<file path="src/rtl/box_blur_3x3_macros.svh">
// Assertion macros used by the box blur top level.
`ifndef BOX_BLUR_3X3_MACROS_SVH
`define BOX_BLUR_3X3_MACROS_SVH

// Same-cycle implication, checked outside reset.
`define BB3_ASSERT_NOW(label, clk_s, rst_s, ante, cons, msg) \
    label: assert property (@(posedge clk_s) disable iff (!rst_s) (ante) |-> (cons)) \
        else $error(msg);

// Next-cycle implication, checked outside reset.
`define BB3_ASSERT_NEXT(label, clk_s, rst_s, ante, cons, msg) \
    label: assert property (@(posedge clk_s) disable iff (!rst_s) (ante) |=> (cons)) \
        else $error(msg);

`endif

</file>
<file path="src/rtl/bb3_pkg.sv">
// Types, constants and helpers for the 3x3 box blur.
package bb3_pkg;

    localparam int PIX_W      = 8;
    localparam int ROW_W      = 12;
    localparam int OUT_COL_W  = 10;
    localparam int CFG_W_W    = 11;
    localparam int CFG_H_W    = 13;
    localparam int CFG_DATA_W = 13;
    localparam int CFG_IDX_W  = 2;
    localparam int SUM_W      = 12;

    // Register indexes of the configuration port.
    localparam logic [CFG_IDX_W-1:0] CFG_IMAGE_WIDTH  = 2'd0;
    localparam logic [CFG_IDX_W-1:0] CFG_IMAGE_HEIGHT = 2'd1;

    localparam int WIN_SIDE      = 3;
    localparam int HEIGHT_LIMIT  = 4096;
    localparam int RESET_WIDTH   = 640;
    localparam int RESET_HEIGHT  = 480;

    // floor(s / 9) == (s * 7282) >> 16 for every s below 2296.
    localparam int RECIP_W       = 13;
    localparam logic [RECIP_W-1:0] RECIP_NINE = 13'd7282;
    localparam int RECIP_SHIFT   = 16;
    localparam int PROD_W        = SUM_W + RECIP_W;

    // One column of the window, top to bottom.
    typedef struct packed {
        logic [PIX_W-1:0] top;
        logic [PIX_W-1:0] mid;
        logic [PIX_W-1:0] bot;
    } column_t;

    // One line store word: pixel two rows up and pixel one row up.
    typedef struct packed {
        logic [PIX_W-1:0] older;
        logic [PIX_W-1:0] newer;
    } row_pair_t;

    function automatic logic [SUM_W-1:0] column_sum(input column_t c);
        column_sum = SUM_W'(c.top) + SUM_W'(c.mid) + SUM_W'(c.bot);
    endfunction

endpackage

</file>
<file path="src/rtl/bb3_window.sv">
// Window of the two previous strip columns plus the mean of the full 3x3 window.
module bb3_window (
    input  logic                       clk,
    input  logic                       rst_n,
    input  logic                       shift,
    input  bb3_pkg::column_t           column,
    output logic [bb3_pkg::PIX_W-1:0]  mean
);
    import bb3_pkg::*;

    column_t                win_reg [2];
    logic [SUM_W-1:0]       sum;
    logic [PROD_W-1:0]      prod;

    always_ff @(posedge clk or negedge rst_n)
    begin
        if (!rst_n)
        begin
            win_reg[0] <= '0;
            win_reg[1] <= '0;
        end
        else if (shift)
        begin
            win_reg[0] <= win_reg[1];
            win_reg[1] <= column;
        end
    end

    // Nine-pixel sum, then divide by nine through the reciprocal.
    assign sum  = column_sum(win_reg[0]) + column_sum(win_reg[1]) + column_sum(column);
    assign prod = PROD_W'(sum) * PROD_W'(RECIP_NINE);
    assign mean = prod[RECIP_SHIFT +: PIX_W];

endmodule

</file>
<file path="config.mk">
export PLATFORM = sky130hd
export DESIGN_NAME = bb3_window
export DESIGN_NICKNAME = d
export VERILOG_FILES = /design/src/rtl/box_blur_3x3_macros.svh /design/src/rtl/bb3_pkg.sv /design/src/rtl/bb3_window.sv
export SDC_FILE = /design/constraint.sdc
export NUM_CORES = 1
export LEC_CHECK = 0
export ABC_AREA = 1
export BUFFER_PORTS_ARGS = -buffer_cell sky130_fd_sc_hd__buf_4
export CAP_MARGIN = 20
export CORE_MARGIN = 5
export CORE_UTILIZATION = 37
export DETAILED_ROUTE_END_ITERATION = 10
export PLACE_DENSITY = 0.57
export SLEW_MARGIN = 10
export SYNTH_ARGS = -nofsm -noshare
export SYNTH_HDL_FRONTEND = slang
export SYNTH_SLANG_ARGS = --single-unit
</file>
<file path="constraint.sdc">
create_clock -name clk -period 18.69 [get_ports clk]
set_input_delay 4.6725 -clock clk [delete_from_list [all_inputs] [get_ports clk]]
set_output_delay 4.6725 -clock clk [all_outputs]
set_load 0.05 [all_outputs]
</file>
After elaboration in Yosys (flattened, before gate mapping)
Cells that the tools add are included.

Bits of input ports: 27. Word-level logic and storage cells: 15. Flip-flop bits (word level): 48.

Multiply operators: 1. Add/subtract/negate cells: 8.

Operators by type and width (number): adder 9 x 8 -> 10 bit (3); adder 8 x 8 -> 9 bit (3); multiplier 12 x 12 -> 23 bit, second input constant (1); adder 11 x 10 -> 12 bit (1); adder 10 x 10 -> 11 bit (1).

Longest topological paths before layout
Depth in word-level cells: 5. Depth in mapped cells: 37.

Worst setup path before layout
OpenSTA, ideal clock, no wires.

Kind: input -> output. Start: in column[3] (netlist bit). End: out mean[3] (netlist bit). Data arrival time: 11963 ps. Required time: 14017 ps. Path slack: 2055 ps. Stages on the path: 33. Cells stage by stage: inv_1 > fa_1 > inv_1 > fa_1 > fa_1 > inv_1 > fa_1 > inv_1 > fa_1 > nand3_1 > nand2_2 > a21oi_4 > xor2_2 > nand2_1 > nand2_1 > inv_1 > ha_1 > ha_1 > inv_1 > fa_1 > inv_1 > fa_1 > inv_1 > fa_1 > inv_1 > ha_1 > nand2_1 > inv_1 > a21oi_1 > nor2_1 > nor2_1 > nand2_1 > xor2_1.

Longest elaborated chain between the ends: 3.

Ends and longest elaborated chain: start, declared (line bb3_window.sv:6) `input bb3_pkg::column_t column,`; adder 9 x 8 -> 10 bit (line bb3_pkg.sv:42) `column_sum = SUM_W'(c.top) + SUM_W'(c.mid) + SUM_W'(c.bot);`; adder 11 x 10 -> 12 bit (line bb3_window.sv:30) `assign sum = column_sum(win_reg[0]) + column_sum(win_reg[1]) + column_sum(column);`; multiplier 12 x 12 -> 23 bit (line bb3_window.sv:31) `assign prod = PROD_W'(sum) * PROD_W'(RECIP_NINE);`; end, declared (line bb3_window.sv:7) `output logic [bb3_pkg::PIX_W-1:0] mean`.

Every way passes these cells.

Worst setup path after layout
Same ends and word-level chain as after synthesis.

==> flow_summary.ini <==
[global_routing]
grt_antenna_before_repair = 0
grt_pass1_vias = 4202
grt_start_max_net_pins = 91
grt_pass1_wl_mm = 19.23
grt_usage_pct = 12.56
grt_remaining_overflow = 0

[setup_path]
ff2ff_path_depth = 1
cp-startpoint = column[3]
worst_path_most_repeated_cell = inv_1
critPathCaptureType = output port
rr_startpoint = win_reg[2]
worstPathMaxFanout = 5
cp.depth = 35
cp_data_required_time_ps = 14020
r2r_slack_ps = 17880
path_buf_inv = 12
critPathCapture = mean[3]
crit_slowest_cell = fa_1
crit_path_max_incr_delay_ps = 550
crit_type = primary input to output port
r2r-end = win_reg[26]
cp.arrival_ps = 11930
crit_family = adder cells
cp-start-kind = primary input

[clocking]
cts.root.buffer_cell = clkbuf_16
clk_pin_slew_ps = 70
cts.sinks = 48
cts-resized-gates = 0
htree_num_levels = 2
clock_latency_ps = 290
post_cts_buffers = 0
cts_tree = yes
cts_buffers = 5
cts_hold_buf = 0
cts_buffer_depth = 2

[synth]
synth_top_family_by_area = adder cells
synth.distinct_cells = 27
synth_nets = 887
ys_seq_area_share_pct = 20.21
synth_compound_area_share_pct = 7.158
postSynthCellCount = 702
synth_xor_xnor_area_share_pct = 2.021
yosys.area_share.simple_pct = 13.64
synth_seq_cells = 48
yosys_warnings = 0
avgSynthCellArea_um2 = 8.466
synth_fa_ha_area_share_pct = 43.12
muxShareOfSynthArea_pct = 1.137
synth_area_mm2 = 0.005943

[cells_and_area]
diodes = 0
syn_to_final_growth_pct = 11.39
fin_nets = 918
multi_input_area_mm2 = 0.003986
largest_register_ffs = 48
drive_gt1_share_pct = 7.493
area.sequential_mm2 = 0.001201
fillers = 1585

[timing]
fmaxAchievable_ghz = 0.06023
setup_tns_ps = 0
rsz0062_at_grt = no
period_share_pct = 88.83
min_period_ps = 16600
tightest_slew_ps = 818.7
hold_viol = 0
setup_viol = 0
timing.clock.skew_ps = 2.287
whs_ps = 546.5
slew_headroom_pct = 45.42
finalMaxSlewViolations = 0

[detailed_routing]
drt-initial-drc-count = 155
wl_per_cell_um = 11.46
drt_pre_antenna_iters = 4
routed_wl_mm = 10.89
route.detailed.drc = 0
dr_total_vias = 4131
vias_per_cell = 4.348
antenna_left = 0

[die]
core_area_mm2 = 0.01583
die-area_mm2 = 0.01870
ios = 35
initial_core_util_pct = 37.55
num_rows = 46
chipWidth_um = 136.7
die_h_um = 136.7

[place]
hpwlAfterDp_mm = 9.504
place.gp.congestion = 0.8809
io_buffers = 34

[min_path]
hp-class = register to register

[run]
maxCapViolCount = 0

[run_status]
status = completed
per-layer routing:
layer  GRT usage [%]  wire length, µm
met5               0                0
met4           1.400               78
met3           1.765              260
met2           20.78             5140
met1           18.12             5411
kinds of logic after synthesis:
logic type | after synthesis
xor gates and xnor gates | 12
and+or+nand+nor | 202
buffers and inverters | 200
AOI/OAI and AO/OA | 76
muxes | 6
DFF | 48
adders and majority gates | 158
cell usage after synthesis:
cell type	count	area (µm²)
o21ai_2	2	17.52
nor2_1	51	191.4
o21ai_0	23	115.1
ha_1	80	1001
nand3_1	22	110.1
a21oi_4	1	16.27
a21o_1	4	30.03
a21oi_1	40	200.2
nor3_1	3	15.01
clkbuf_1	5	18.77
o21a_1	1	7.510
buf_2	4	20.02
mux2_2	6	67.56
inv_1	190	713.2
a21oi_2	1	8.760
nand2_1	118	442.9
o21bai_1	4	30.03
buf_1	1	3.750
nand4_1	5	31.28
fa_1	78	1562
nand2_2	1	6.260
nand3b_1	1	7.510
dfrtp_1	48	1201
nor4_1	1	6.260
xor2_1	8	70.07
xnor2_1	2	17.52
xor2_2	2	32.53
metrics by stage:
stage	std cells	area [µm²]	utilization (%)	setup WS, ps
after floorplan	702	5943	-	2055
after global placement	942	6426	40.60	2112
after detailed placement	942	6426	40.60	2039
after CTS	950	6620	41.83	2016
after global routing	950	6620	41.83	1564
final	950	6620	41.83	2088
layout make-up:
cell class              count  share of cell area (%)
repair buffers             34                   3.856
clock inverters             3                   1.040
well taps                 216                   4.082
clock buffers               5                   1.890
inverters                 190                   10.77
multi-input cells         454                   60.22
flip-flops and latches     48                   18.14
how the worst min path moves through the flow:
stage                     depth (start not counted)     endpoint   startpoint  slack (ps)
after floorplan                                   2  win_reg[44]  win_reg[20]         500
after global placement                            2  win_reg[41]  win_reg[41]         520
after detailed placement                          1  win_reg[35]  win_reg[35]         540
after CTS                                         1  win_reg[35]  win_reg[35]         550
after global routing                              1  win_reg[35]  win_reg[35]         580
final                                             1  win_reg[35]  win_reg[35]         550
placed cells by master, fill, tap and decap left out:
cell type  instances
xor2_1             8
buf_4             34
xor2_2             2
o21ai_2            2
xnor2_1            2
nor4_1             1
a21oi_1           40
nor3_1             3
nand4_1            5
inv_1            190
clkbuf_16          5
nor2_1            51
mux2_2             6
o21ai_0           23
inv_6              1
a21o_1             4
nand2_1          118
fa_1              78
a21oi_4            1
bufinv_16          2
o21bai_1           4
nand3b_1           1
nand2_2            1
ha_1              80
a21oi_2            1
o21a_1             1
nand3_1           22
dfrtp_1           48
Power is not shown: default switching activity piles up to over one toggle a cycle in this logic, so the estimate is an artifact.
